<file path="src/hdl/wud_pkg.sv">
// ----------------------------------------------------------------------------
// wud_pkg: shared types and constants for the wide unsigned divider
// Command codes, port field widths and the per-stage control word.
// ----------------------------------------------------------------------------
package wud_pkg;

  localparam int FIELD_BITS = 64;
  localparam int CMD_BITS   = 3;

  localparam logic [CMD_BITS-1:0] CMD_DIV_2BY1 = 3'd0;
  localparam logic [CMD_BITS-1:0] CMD_MOD_2BY1 = 3'd1;
  localparam logic [CMD_BITS-1:0] CMD_DIV_2BY2 = 3'd2;
  localparam logic [CMD_BITS-1:0] CMD_MOD_2BY2 = 3'd3;
  localparam logic [CMD_BITS-1:0] CMD_DIV_3BY2 = 3'd4;

  // Control word that travels down the cell chain beside the data.
  typedef struct packed {
    logic valid;
    logic want_rem;    // return remainder instead of quotient
    logic force_zero;  // unused command or zero divisor: answer is 0
    logic dz;          // zero divisor flag
  } wud_ctrl_t;

endpackage

</file>
<file path="src/hdl/wud_cell.sv">
// ----------------------------------------------------------------------------
// wud_cell: one restoring division step
// Shifts one dividend bit into the partial remainder, compares against the
// divisor, subtracts when it fits and appends the quotient bit.
// ----------------------------------------------------------------------------
module wud_cell #(
  parameter int WORD_BITS = 64
) (
  input  logic                      clk,
  input  logic                      rst,
  input  logic                      en,
  input  wud_pkg::wud_ctrl_t        ctrl_in,
  input  logic [3*WORD_BITS-1:0]    num_in,
  input  logic [2*WORD_BITS-1:0]    den_in,
  input  logic [2*WORD_BITS-1:0]    rem_in,
  input  logic [WORD_BITS-1:0]      quo_in,
  output wud_pkg::wud_ctrl_t        ctrl_out,
  output logic [3*WORD_BITS-1:0]    num_out,
  output logic [2*WORD_BITS-1:0]    den_out,
  output logic [2*WORD_BITS-1:0]    rem_out,
  output logic [WORD_BITS-1:0]      quo_out
);
  import wud_pkg::*;

  localparam int NUM_BITS = 3 * WORD_BITS;
  localparam int REM_BITS = 2 * WORD_BITS;

  wud_ctrl_t             ctrl;
  logic [NUM_BITS-1:0]   num;
  logic [REM_BITS-1:0]   den;
  logic [REM_BITS-1:0]   rem;
  logic [WORD_BITS-1:0]  quo;

  logic [REM_BITS:0]     rem_sh;
  logic [REM_BITS+1:0]   diff;
  logic                  fits;
  logic [REM_BITS-1:0]   rem_next;

  always_comb begin
    rem_sh   = {rem_in, num_in[NUM_BITS-1]};
    diff     = {1'b0, rem_sh} - {2'b00, den_in};
    fits     = ~diff[REM_BITS+1];
    // after a subtract the remainder is below the divisor, so it fits
    rem_next = fits ? diff[REM_BITS-1:0] : rem_sh[REM_BITS-1:0];
  end

  always_ff @(posedge clk) begin
    if (rst) begin
      ctrl.valid <= 1'b0;
    end else if (en) begin
      ctrl <= ctrl_in;
    end
  end

  always_ff @(posedge clk) begin
    if (en) begin
      num <= {num_in[NUM_BITS-2:0], 1'b0};
      den <= den_in;
      rem <= rem_next;
      quo <= {quo_in[WORD_BITS-2:0], fits};
    end
  end

  assign ctrl_out = ctrl;
  assign num_out  = num;
  assign den_out  = den;
  assign rem_out  = rem;
  assign quo_out  = quo;

endmodule

</file>
<file path="config.mk">
export PLATFORM = sky130hd
export DESIGN_NAME = wud_cell
export DESIGN_NICKNAME = d
export VERILOG_FILES = /design/src/hdl/wud_pkg.sv /design/src/hdl/wud_cell.sv
export SDC_FILE = /design/constraint.sdc
export NUM_CORES = 1
export LEC_CHECK = 0
export ABC_AREA = 1
export BUFFER_PORTS_ARGS = -buffer_cell sky130_fd_sc_hd__buf_2
export CORE_AREA = 2 2 400 402
export CTS_BUF_LIST = sky130_fd_sc_hd__clkbuf_8
export DETAILED_ROUTE_END_ITERATION = 8
export DIE_AREA = 0 0 402 404
export PLACE_DENSITY = 0.41
export SYNTH_ARGS = -nofsm -noshare
export SYNTH_HDL_FRONTEND = slang
export SYNTH_SLANG_ARGS = --single-unit
</file>
<file path="constraint.sdc">
create_clock -name clk -period 3.2 [get_ports clk]
set_input_delay 0.16 -clock clk [delete_from_list [all_inputs] [get_ports clk]]
set_output_delay 0.16 -clock clk [all_outputs]
set_load 0.03 [all_outputs]
</file>
==> results_tabular.tex <==
\begin{tabular}{lr}
\hline
Metric & Value \\
\hline
\multicolumn{2}{l}{\textbf{GRT}} \\
Antenna violations before repair & 32 \\
Largest net degree at the start of global routing & 74 \\
Wire length of the first global-routing pass & 255 mm \\
Global-route usage over all layers & 22.2\% \\
Vias in the first global route & between 30,000 and 40,000 \\
Residual overflow from global routing & 0 \\
\multicolumn{2}{l}{\textbf{Synthesis}} \\
Netlist cell types & 36 \\
Share of synthesized area occupied by flip-flops and latches & between 40\% and 50\% \\
Asr flop ratio synth & 0\% \\
Cell area after synthesis & 32,000 µm² \\
Seq cells post-synth & 515 \\
Area share of the largest cell type after synthesis & approximately half \\
Synthesized netlist cell count & 4,187 \\
Number of warnings reported in the yosys synthesis log & 0 \\
Post-synthesis average cell area & 7.64 µm² \\
Primary FF master, synth & edfxtp\_1 \\
Top post-synthesis cells by area & edfxtp\_1, nand2\_1, inv\_1 \\
Syn Nets & 4,835 \\
Cell taking the most area after synthesis & edfxtp\_1 \\
Count of flip-flops with a built-in enable after synthesis & 514 \\
\multicolumn{2}{l}{\textbf{Critical path}} \\
Largest driver fanout on the critical path & 21 \\
WP data arrival & 3.80 ns \\
Cell mode on critical path & nand2\_1 \\
Delay contributed by the slowest stage of the critical path & 0.55 ns \\
Critical-path top delay cell & dlygate4sd3\_1 \\
Data required time at the worst endpoint & 3.89 ns \\
Start-to-end type of the worst setup path & in -> reg \\
Setup crit end kind & flop \\
Startpoint class of the critical path & input port \\
Sequence of cells on the critical path & dlygate4sd3\_1 > buf\_2 > inv\_1 > ha\_1 > nand2\_1 > nor3\_1 > nand2\_1 > nor2\_1 > inv\_1 > o21ai\_1 > nor2\_4 > nand2\_4 > buf\_4 > nand2\_1 > nand2\_1 > dlygate4sd3\_1 \\
\multicolumn{2}{l}{\textbf{Drt}} \\
Drt initial violations & 2,256 \\
Remaining design rule violation count & 0 \\
Detail-routed net length per standard cell & 22.2 µm \\
Antenna viol nets, final & 0 \\
Via/cell ratio & roughly 4 \\
Total wirelength of the detailed-routed design & 186 mm \\
Vias post-DR & 34,400 \\
Number of search-and-repair iterations in the first detailed-routing pass & 6 \\
\multicolumn{2}{l}{\textbf{Status}} \\
Run status & finished, final reports clean \\
\multicolumn{2}{l}{\textbf{Floorplanning}} \\
Core box area & 158,000 µm² \\
Die Wd & 402 µm \\
Die Area & 162,000 µm² \\
Die span in y & between 400 and 500 µm \\
\# rows & 146 \\
I/O pin cnt & between 1,000 and 1,500 \\
Initial cell density of the core & 20.3\% \\
\multicolumn{2}{l}{\textbf{Placement}} \\
Estimated wirelength of the detail-placed design & between 150 and 200 mm \\
Port bufs & 1,032 \\
Gpl congestion & around 0.95 \\
\multicolumn{2}{l}{\textbf{Clocking}} \\
TritonCTS clock tree & yes \\
Buffer count from post-CTS setup fixing & 0 \\
Clock Latency Late Sink & 0.83 ns \\
Clk Tree Root Cell & clkbuf\_8 \\
Htree depth & 3 \\
Clock slew seen by the registers of the worst setup and hold paths & roughly 0.060 ns \\
Buffer levels on the longest clock path & 3 \\
Clock buffer count from CTS & 100 \\
Clock Sink Count & 515 \\
\multicolumn{2}{l}{\textbf{Timing}} \\
Setup violations, final & 0 \\
Clock period minus worst slack & 3.11 ns \\
Slew headroom & 50.6\% \\
RSZ-0062 raised after global routing & false \\
Final hold viol count & 0 \\
Highest attainable clock frequency & about 0.32 GHz \\
Minimum hold slack & 0.0964 ns \\
Actual slew at the worst max-slew pin & 0.741 ns \\
Max Slew Vio Count & 0 \\
Maximum clock skew at final layout & 0 ns \\
Post-route setup TNS & 0 ns \\
Share of the clock period used by the worst path & 97.3\% \\
\multicolumn{2}{l}{\textbf{Power and ir drop}} \\
Power per standard cell area & 447 nW/µm² \\
Leakage Power & approximately 26 nW \\
Worst IR drop on VDD & 295 µV \\
Total Power & about 0.023 W \\
\multicolumn{2}{l}{\textbf{Cells and area}} \\
Post-layout utilization of the core & 32.2\% \\
Nets & 6,886 \\
Fraction of layout instances using a drive strength above 1 & a little under a quarter \\
Area growth syn-to-layout & 58.9\% \\
\multicolumn{2}{l}{\textbf{Run}} \\
Max-cap violation count & 0 \\
\multicolumn{2}{l}{\textbf{Min path}} \\
Hold Crit Class & in -> reg \\
\hline
\end{tabular}
worst max-delay path, delay by kind of cell:
family          cells  cell delay, ns
buf+inv             6            1.63
fa+ha+maj           1            0.34
compound gates      1            0.33
simple gates        8            1.33
registers in the layout (all words and copies together), names as in the netlist:
name	count
ctrl_out	4
den_out	128
num_out	191
quo_out	64
rem_out	128
report_power, final:
group / internal, W / switching, W / total [W]
Sequential: 0.00822 / 0.000196 / 0.00842
Combinational: 0.00241 / 0.00487 / 0.00729
Clock: 0.00365 / 0.00338 / 0.00703
Total: 0.0143 / 0.00845 / 0.0227
per-stage QoR:
stage	setup WS (ns)	area [µm²]	std cells
after CTS	0.246	50800	8389
after global routing	0.0374	50900	8397
after detailed placement	0.0241	40800	7405
after global placement	0.0329	40800	7405
after floorplan	1.10	32000	4187
final	0.0870	50900	8400
what timing repair did:
item	4_1_cts	5_1_grt
endpoints found under the setup margin	0	1
resized for setup	0	1
hold buffers	803	0
endpoints found under the hold margin	591	0
path summary, 6_finish.rpt:
path                                          startpoint                       end  cells after the start  slack [ns]
worst max-delay path                         den_in[125]      rem_out[2]$_DFFE_PP_                     16        0.09
worst min-delay path                           den_in[0]      den_out[0]$_DFFE_PP_                      2         0.1
worst max register to register  ctrl_out[3]$_SDFFE_PP0P_  ctrl_out[3]$_SDFFE_PP0P_                      3        2.09
worst min register to register  ctrl_out[3]$_SDFFE_PP0P_  ctrl_out[3]$_SDFFE_PP0P_                      3        1.02
logic make-up after synthesis:
kind of cell | synth area share (%)
adders and majority gates | 5.07
buffers and inverters | 12.6
DFF | 48.3
AOI/OAI and AO/OA | 1.91
other | 0.0117
xor gates and xnor gates | 1.72
and+or+nand+nor | 30.4
cell usage in the layout, fill, tap and decap left out, types with 24 or more instances in the layout:
| master | netlist | routed |
|---|---|---|
| buf_4 | 13 | 142 |
| edfxtp_1 | 514 | 514 |
| nand2_1 | 1653 | 1653 |
| ha_1 | 128 | 128 |
| a21oi_1 | 97 | 97 |
| clkinv_1 | 3 | 24 |
| nor3_1 | 31 | 31 |
| inv_1 | 930 | 952 |
| xor2_1 | 62 | 62 |
| buf_2 | 15 | 1031 |
| nor2_1 | 278 | 278 |
| nand4_1 | 30 | 30 |
| dlygate4sd3_1 | 0 | 803 |
| clkbuf_8 | 1 | 101 |
| inv_2 | 37 | 37 |
| nand3_2 | 37 | 37 |
| nand3_1 | 241 | 241 |
cells in the mapped netlist (2+ instances only):
cell type and n:
xor2_1 62, nand3_2 37, nor3_1 31, ha_1 128, o21bai_1 6, inv_2 37, edfxtp_1 514, buf_4 13
nor2_2 23, buf_12 2, nor2_1 278, nand2_4 3, buf_2 15, buf_8 4, nand2_2 16, nor4_1 3
a21oi_1 97, o21ai_1 3, nand2_1 1653, nor2_4 8, nand3b_1 21, and2_1 3, clkinv_1 3, inv_1 930
buf_6 8, o21ai_0 10, nand3_1 241, nand4_1 30
per-layer routing:
layer | vias up | part of all wire, % | track usage, %
met5 | - | 0.022 | 0
met4 | 6 | 5.1 | 10.7
met3 | 285 | 4.4 | 3.12
met2 | 1083 | 51 | 41.3
met1 | 16100 | 39 | 24.8
li1 | 17000 | - | -
layout make-up:
type / count / area [µm²]
antenna: 11 / 27.5
clock buffer: 101 / 1390
clock inverter: 80 / 644
fill: 17200 / 107000
inverter: 970 / 3640
multi-input combinational: 2659 / 12500
sequential: 515 / 15500
tap: 2072 / 2590
timing repair buffer: 1992 / 14600
(Power assumes the default switching activity.)
