[src/hdl/wud_pkg.sv]
// ----------------------------------------------------------------------------
// wud_pkg: shared types and constants for the wide unsigned divider
// Command codes, port field widths and the per-stage control word.
// ----------------------------------------------------------------------------
package wud_pkg;

  localparam int FIELD_BITS = 64;
  localparam int CMD_BITS   = 3;

  localparam logic [CMD_BITS-1:0] CMD_DIV_2BY1 = 3'd0;
  localparam logic [CMD_BITS-1:0] CMD_MOD_2BY1 = 3'd1;
  localparam logic [CMD_BITS-1:0] CMD_DIV_2BY2 = 3'd2;
  localparam logic [CMD_BITS-1:0] CMD_MOD_2BY2 = 3'd3;
  localparam logic [CMD_BITS-1:0] CMD_DIV_3BY2 = 3'd4;

  // Control word that travels down the cell chain beside the data.
  typedef struct packed {
    logic valid;
    logic want_rem;    // return remainder instead of quotient
    logic force_zero;  // unused command or zero divisor: answer is 0
    logic dz;          // zero divisor flag
  } wud_ctrl_t;

endpackage

[src/hdl/wud_out.sv]
// ----------------------------------------------------------------------------
// wud_out: result select and output skid buffer
// Picks quotient, remainder or zero, and holds up to two results so the cell
// chain can deliver one more result after the receiver stalls.
// ----------------------------------------------------------------------------
module wud_out #(
  parameter int WORD_BITS = 64
) (
  input  logic                                clk,
  input  logic                                rst,
  input  logic                                take,
  input  wud_pkg::wud_ctrl_t                  ctrl,
  input  logic [WORD_BITS-1:0]                rem_low,
  input  logic [WORD_BITS-1:0]                quo,
  output logic                                room,
  output logic                                out_valid,
  input  logic                                out_ready,
  output logic [wud_pkg::FIELD_BITS-1:0]      answer,
  output logic                                divide_by_zero
);
  import wud_pkg::*;

  logic [WORD_BITS-1:0]  sel;
  logic [FIELD_BITS-1:0] new_answer;
  logic                  pop;

  logic                  skid_valid;
  logic [FIELD_BITS-1:0] skid_answer;
  logic                  skid_dz;

  always_comb begin
    if (ctrl.force_zero) begin
      sel = '0;
    end else if (ctrl.want_rem) begin
      sel = rem_low;
    end else begin
      sel = quo;
    end
    new_answer = FIELD_BITS'(sel);
    pop        = out_valid & out_ready;
  end

  always_ff @(posedge clk) begin
    if (rst) begin
      out_valid  <= 1'b0;
      skid_valid <= 1'b0;
    end else if (skid_valid) begin
      if (pop) begin
        skid_valid <= 1'b0;
      end
    end else if (take) begin
      if (!out_valid || pop) begin
        out_valid <= 1'b1;
      end else begin
        skid_valid <= 1'b1;
      end
    end else if (pop) begin
      out_valid <= 1'b0;
    end
  end

  always_ff @(posedge clk) begin
    if (skid_valid) begin
      if (pop) begin
        answer         <= skid_answer;
        divide_by_zero <= skid_dz;
      end
    end else if (take) begin
      if (!out_valid || pop) begin
        answer         <= new_answer;
        divide_by_zero <= ctrl.dz;
      end else begin
        skid_answer <= new_answer;
        skid_dz     <= ctrl.dz;
      end
    end
  end

  // chain advances only while the skid slot is free
  assign room = ~skid_valid;

  a_skid_needs_out: assert property (@(posedge clk) disable iff (rst)
    skid_valid |-> out_valid)
    else $error("skid entry held while output register empty");

  a_no_take_when_full: assert property (@(posedge clk) disable iff (rst)
    skid_valid |-> !take)
    else $error("cell chain advanced into a full skid buffer");

  a_skid_holds: assert property (@(posedge clk) disable iff (rst)
    skid_valid && !pop |=> skid_valid && $stable(skid_answer) && $stable(skid_dz))
    else $error("skid entry lost or changed while stalled");

  a_dz_zero: assert property (@(posedge clk) disable iff (rst)
    out_valid && divide_by_zero |-> answer == '0)
    else $error("nonzero answer reported with zero divisor");

endmodule

[config.mk]
export PLATFORM = sky130hd
export DESIGN_NAME = wud_out
export DESIGN_NICKNAME = d
export VERILOG_FILES = /design/src/hdl/wud_pkg.sv /design/src/hdl/wud_out.sv
export SDC_FILE = /design/constraint.sdc
export NUM_CORES = 1
export LEC_CHECK = 0
export BUFFER_PORTS_ARGS = -buffer_cell sky130_fd_sc_hd__buf_2
export CELL_PAD_IN_SITES_DETAIL_PLACEMENT = 2
export CELL_PAD_IN_SITES_GLOBAL_PLACEMENT = 2
export CORE_ASPECT_RATIO = 0.75
export CORE_MARGIN = 3
export CORE_UTILIZATION = 29
export CTS_CLUSTER_DIAMETER = 40
export DETAILED_ROUTE_END_ITERATION = 8
export GPL_TIMING_DRIVEN = 0
export PLACE_DENSITY_LB_ADDON = 0.1
export SLEW_MARGIN = 5
export SYNTH_ARGS = -nofsm -noshare
export SYNTH_HDL_FRONTEND = slang
export SYNTH_SLANG_ARGS = --single-unit
[constraint.sdc]
create_clock -name clk -period 4.6 [get_ports clk]
set_input_delay 0.69 -clock clk [delete_from_list [all_inputs] [get_ports clk]]
set_output_delay 0.69 -clock clk [all_outputs]
set_load 0.005 [all_outputs]
==> impl_metrics.py, run 1 <==
metrics = {
    "worst_setup_path": {
        "endpoint": "answer[37]",
        "crit_fanout": 25,
        "worst_r2r_endpoint": "answer[37]",
        "r2r-start": "skid_valid",
        "rrSetupSlack_ns": 2.53,
        "crit_arrival_ns": 2.18,
        "required_ns": 4.71,
        "critPathLaunchType": "flip-flop",
        "cp-startpoint": "skid_valid",
        "ff2ff_path_depth": 6,
        "cp-end-kind": "flip-flop",
        "crit_type": "reg2reg",
    },
    "cells_and_area": {
        "multi_input_area_sq_mm": 0.00155,
        "seq_area_sq_mm": 0.00394,
        "antennaDiodeCount": 0,
        "syn_to_final_growth_pct": 35.7,
        "fill_cells": 1973,
        "postLayoutCoreUtil": 0.409,
        "layout-drive-gt1-share": 0.389,
        "fin_nets": 788,
    },
    "global_route": {
        "grt_pass1_vias": 4649,
        "grt_pass1_wl_um": 25900,
        "overflow": 0,
        "antenna_found_initial": 0,
        "gr-usage-met1": 0.202,
        "grt_use_total": 0.158,
        "use_met2": 0.258,
        "grt.busiest_layer": "met2",
        "grt_max_degree": 35,
        "grtUsageMet3": 0.0504,
    },
    "hold_path": {
        "hold_path.class": "in2reg",
    },
    "synthesis": {
        "syn_area_per_cell_sq_um": 13.2,
        "ys_ff_latch": 132,
        "yosysUniqueCellTypes": 19,
        "syn_area_sq_mm": 0.00569,
        "synth_nets": 566,
        "yosysSeqAreaShare": 0.693,
        "synthCells": 430,
        "yosys_warnings": 0,
    },
    "sta": {
        "finalHoldViolCount": 0,
        "worst_slew_pin_slew_ns": 0.773,
        "max_freq_mhz": 483,
        "fin_crit_sh": 0.450,
        "setup_viol": 0,
        "rsz0062_at_grt": "false",
        "post-route-min-period_ns": 2.07,
        "worst_slack_ns": 2.53,
        "finalMaxSlewViolations": 0,
        "finClkSkew_ns": 0.00831,
        "whs_ns": 0.457,
        "relSlewSlack": 0.483,
        "tns_ns": 0,
    },
    "floorplan": {
        "num_rows": 43,
        "top_level_ports": 203,
        "die-area_sq_mm": 0.0213,
        "die_width_um": 168,
        "core_region_area_sq_mm": 0.0189,
        "die_height_um": 127,
        "start_util": 0.301,
    },
    "run_status": {
        "status": "complete, no violations",
    },
    "drt": {
        "postRouteAntennaNets": 0,
        "vias_per_cell": 4.56,
        "drtIter0Drc": 157,
        "drc": 0,
        "wl_per_cell_um": 18.0,
        "via_count": 4158,
        "routed_wl_um": 16400,
        "firstDrtPassIters": 4,
    },
    "clock_network": {
        "cts.clk_slew.worst_paths_ns": 0.06,
        "clkLatencyLatePin_ns": 0.41,
        "post_cts_buffers": 0,
        "hold_buffers": 0,
        "cts_tree": "built",
        "htree_levels": 4,
        "cts_made_buffers": 17,
        "cts_sinks": 132,
        "root_buffer": "clkbuf_16",
        "clockBufferDepth": 2,
        "post_cts_resized": 0,
    },
    "placed_design": {
        "hpwl_um": 11800,
        "gp_congestion": 0.717,
        "pre_cts_ws_ns": 2.28,
        "port-buffer-count": 200,
    },
    "job": {
        "max_cap_violations": 0,
    },
    "pwr": {
        "p_leak_nw": 3.19,
        "powerDensity_mw_per_mm2": 425,
        "peakVddDrop_v": 0.000193,
        "p_total_mw": 3.28,
    },
}
-- per-stage QoR --
stage	instance area (sq um)	instances
floorplan	5690	430
global placement	7000	877
detailed placement	7070	880
CTS	7720	912
global route	7720	912
finish	7720	912
-- registers in the layout (all words and copies together), names as in the netlist --
signal	flops
skid_answer	64
answer	64
skid_valid	1
out_valid	1
divide_by_zero	1
skid_dz	1
-- cell type report --
cell class                 instances  area share
clock inverter                    12      0.0266
clock buffer                      20      0.0566
multi-input combinational        267       0.201
timing repair buffer             203       0.138
sequential                       132       0.511
tap                              247      0.0401
inverter                           2    0.000973
buffer                            29      0.0264
-- cells in the mapped netlist (all sizes together) --
| cell type | instances | area share |
|---|---|---|
| a211oi | 1 | 0.0013 |
| a21oi | 3 | 0.0026 |
| and3 | 1 | 0.0011 |
| buf | 17 | 0.028 |
| clkbuf | 12 | 0.0079 |
| dfxtp | 2 | 0.0070 |
| edfxtp | 130 | 0.69 |
| inv | 2 | 0.0013 |
| mux2 | 1 | 0.0020 |
| mux2i | 64 | 0.11 |
| nand2 | 66 | 0.044 |
| nor2 | 64 | 0.042 |
| nor2b | 1 | 0.0011 |
| o21ai | 65 | 0.062 |
| or2 | 1 | 0.0011 |
-- where the power goes --
| part | switching (mW) | leakage (nW) | internal, mW |
|---|---|---|---|
| Clock | 0.527 | 0.304 | 0.964 |
| Combinational | 0.200 | 1.63 | 0.153 |
| Sequential | 0.0190 | 1.26 | 1.42 |
-- logic make-up after synthesis --
group / synth area share
muxes: 0.115
and+or+nand+nor: 0.0891
DFF: 0.693
AOI/OAI and AO/OA: 0.0658
buffers and inverters: 0.0372
-- worst max-delay path, cell delays in order (launching register included) --
cell and delay [ns]:
dfxtp_1 0.30, buf_6 0.14, buf_4 0.17, inv_1 0.09, nand2_1 0.12, a21oi_4 0.65
buf_12 0.28
-- layer usage --
metal | vias to the layer above | part of all wire
met3 | 16 | 0.066
li1 | 1994 | -
met4 | 0 | 0.012
met1 | 2020 | 0.45
met5 | - | 0
met2 | 128 | 0.47
-- worst min-delay path by stage --
stage,depth (start not counted),start,endpoint
after CTS,2,rst,out_valid
final,2,rst,out_valid
after detailed placement,2,skid_answer[2],answer[2]
after global routing,2,rst,out_valid
after floorplan,2,skid_answer[62],answer[62]
after global placement,2,skid_answer[62],answer[62]
-- cell usage in the layout (no fill, tap or decap) --
cell type	count
buf_2	201
edfxtp_1	130
nand2_1	66
mux2i_1	64
nor2_1	64
o21ai_1	53
clkbuf_16	17
clkbuf_1	15
buf_6	9
buf_4	7
o21ai_2	7
o21ai_0	5
bufinv_16	5
clkinv_4	4
buf_12	3
inv_1	2
a21oi_1	2
clkinvlp_4	2
dfxtp_1	2
or2_1	1
nor2b_1	1
a21oi_4	1
and3_4	1
mux2_2	1
a211oi_1	1
clkinv_2	1
Note: power is estimated with default switching activity, not from simulation.
==> run 2, diff against run 1 <==
ABC_AREA = 1   (was unset)
CORE_UTILIZATION = 27   (was 29)
clock period = 1.87 ns   (was 4.6 ns; I/O delays follow)
==> impl_metrics.py, run 2 <==
metrics = {
    "sta": {
        "relSlewSlack": 0.479,
        "finClkSkew_ns": 0.00739,
        "post-route-min-period_ns": 1.73,
        "fin_crit_sh": 0.924,
        "finalHoldViolCount": 0,
        "finalMaxSlewViolations": 0,
        "max_freq_mhz": 579,
        "rsz0062_at_grt": "false",
        "whs_ns": 0.0563,
        "setup_viol": 0,
        "worst_slew_pin_slew_ns": 0.781,
    },
    "synthesis": {
        "synth_nets": 776,
        "syn_area_sq_mm": 0.00610,
        "yosysTopAreaCellShare": 0.640,
        "syn_area_per_cell_sq_um": 9.53,
        "synth_area_leaders": "edfxtp_1 64%, nand2_1 20%, a21oi_1 5.3%, nand3_1 5.3%, buf_2 1.6%",
        "yosys_warnings": 0,
        "synthArstFlopShare": 0,
        "synth_common_cells": "329 x nand2_1, 130 x edfxtp_1, 65 x a21oi_1",
        "synthFlopType": "edfxtp_1",
        "synthCells": 640,
        "synth_area_leader_cell": "edfxtp_1",
        "yosysSeqAreaShare": 0.647,
        "ys_ff_latch": 132,
        "yosysUniqueCellTypes": 13,
        "synth_edf_count": 130,
        "synth_most_common_cell": "nand2_1",
    },
    "worst_setup_path": {
        "crit_fanout": 27,
        "critPathLaunchType": "flip-flop",
        "worst_r2r_endpoint": "skid_answer[46]",
        "required_ns": 1.98,
        "crit_chain": "inv_2 -> buf_6 -> nand2_4 -> nor2_4 -> buf_12",
        "ff2ff_path_depth": 5,
        "crit_type": "reg2reg",
        "cpMaxStageDelayCell": "nor2_4",
        "worst_path_dominant_cell_family": "buffers and inverters",
        "cp-end-kind": "flip-flop",
        "r2r-start": "skid_valid",
        "worstPathBufferInverterCount": 3,
        "cpPeakStageDelay_ns": 0.45,
        "rrSetupSlack_ns": 0.14,
        "crit_arrival_ns": 1.84,
    },
    "cells_and_area": {
        "layout_common_cells": "327 x nand2_1, 219 x buf_2, 130 x edfxtp_1",
        "syn_to_final_growth_pct": 34.8,
        "fin_nets": 1002,
        "layout-drive-gt1-share": 0.313,
        "layout_commonest_cell": "nand2_1",
        "antennaDiodeCount": 0,
        "top_regs": "answer: 64 flops, skid_answer: 64 flops",
        "final_cell_count_no_fill": 1167,
    },
    "placed_design": {
        "hpwl_um": 16000,
        "port-buffer-count": 201,
        "gp_congestion": 0.736,
        "place_inst": 1133,
    },
    "floorplan": {
        "core_region_area_sq_mm": 0.0216,
        "num_rows": 46,
        "die_width_um": 180,
        "die-area_sq_mm": 0.0244,
        "die_height_um": 136,
        "start_util": 0.282,
        "top_level_ports": 203,
    },
    "clock_network": {
        "clockBufferDepth": 2,
        "cts_sinks": 132,
        "htree_levels": 4,
        "cts_tree": "built",
        "cts_made_buffers": 17,
        "clkLatencyLatePin_ns": 0.42,
        "root_buffer": "clkbuf_16",
        "cts.clk_slew.worst_paths_ns": 0.06,
    },
    "hold_path": {
        "hold_path.class": "in2reg",
        "worstHoldStart": "ctrl[0]",
        "hold_path_end": "skid_dz",
        "min_path_cells": 1,
    },
    "global_route": {
        "grt_max_degree": 28,
        "grt_use_total": 0.185,
        "grt_pass1_vias": 6147,
        "antenna_found_initial": 2,
        "grt_pass1_wl_um": 35000,
        "overflow": 0,
    },
    "pwr": {
        "p_leak_nw": 3.84,
        "powerDensity_mw_per_mm2": 970,
        "peakVddDrop_v": 0.000523,
    },
    "drt": {
        "vias_per_cell": 4.64,
        "via_count": 5417,
        "firstDrtPassIters": 4,
        "wl_per_cell_um": 19.1,
        "drtIter0Drc": 302,
        "drc": 0,
        "postRouteAntennaNets": 0,
        "routed_wl_um": 22300,
    },
    "job": {
        "max_cap_violations": 0,
    },
    "run_status": {
        "status": "complete, no violations",
    },
}
-- run 2: where the power goes --
part / internal (mW) / switching [mW] / leakage [nW]
clock network: 2.23 / 1.32 / 0.295
logic: 0.360 / 0.556 / 2.26
registers: 3.46 / 0.0505 / 1.29
total: 6.05 / 1.93 / 3.84
-- run 2: routing by layer --
layer / GRT usage / vias up / share of wire
li1: - / 2616 / -
met1: 0.250 / 2625 / 0.47
met2: 0.300 / 152 / 0.47
met3: 0.0514 / 20 / 0.053
met4: 0.0412 / 4 / 0.0086
met5: 0 / - / 0.00094
-- run 2: cells by family after synthesis --
family,after synthesis,share of synthesized area
AND/OR/NAND/NOR,397,0.257
flip-flops,132,0.647
AO/OA/AOI/OAI,65,0.0533
buffers and inverters,46,0.0427
-- run 2: area by class of cell --
class	instances	area (sq um)
fill	2474	13400
clock inverter	13	184
timing repair buffer	206	1100
multi-input combinational	463	1930
buffer	40	248
clock buffer	19	433
inverter	6	22.5
tap	288	360
sequential	132	3950
-- run 2: stage by stage --
| step | setup WS [ns] | TNS [ns] | cell area [sq um] | power [mW] | utilization |
|---|---|---|---|---|---|
| after floorplan | -0.0871 | -9.54 | 6140 | 3.99 | - |
| after global placement | -0.910 | -115.87 | 7500 | 4.44 | 0.347 |
| after detailed placement | -0.371 | -10.54 | 7590 | 4.50 | 0.351 |
| after CTS | 0.0840 | 0 | 8220 | 8.10 | 0.380 |
| after global routing | 0.0341 | 0 | 8220 | 8.35 | 0.380 |
| final | 0.141 | 0 | 8220 | 7.98 | 0.380 |
-- run 2: repair_timing --
| item | in CTS | in global routing |
|---|---|---|
| setup endpoints to repair | 40 | 0 |
| hold buffers | 0 | 0 |
| endpoints found under the hold margin | 0 | 0 |
| buffers inserted | 1 | 0 |
| gates resized for setup | 0 | 0 |
-- run 2: worst max-delay path by stage --
stage / from / to / cells past startpoint / slack (ns)
3_3_place_gp: skid_valid / answer[39] / 3 / -0.91
5_1_grt: out_valid / answer[17] / 4 / 0.03
4_1_cts: skid_valid / answer[4] / 3 / 0.08
6_report: skid_valid / skid_answer[46] / 5 / 0.14
2_1_floorplan: skid_valid / skid_answer[0] / 4 / -0.09
3_5_place_dp: out_ready / answer[38] / 7 / -0.37
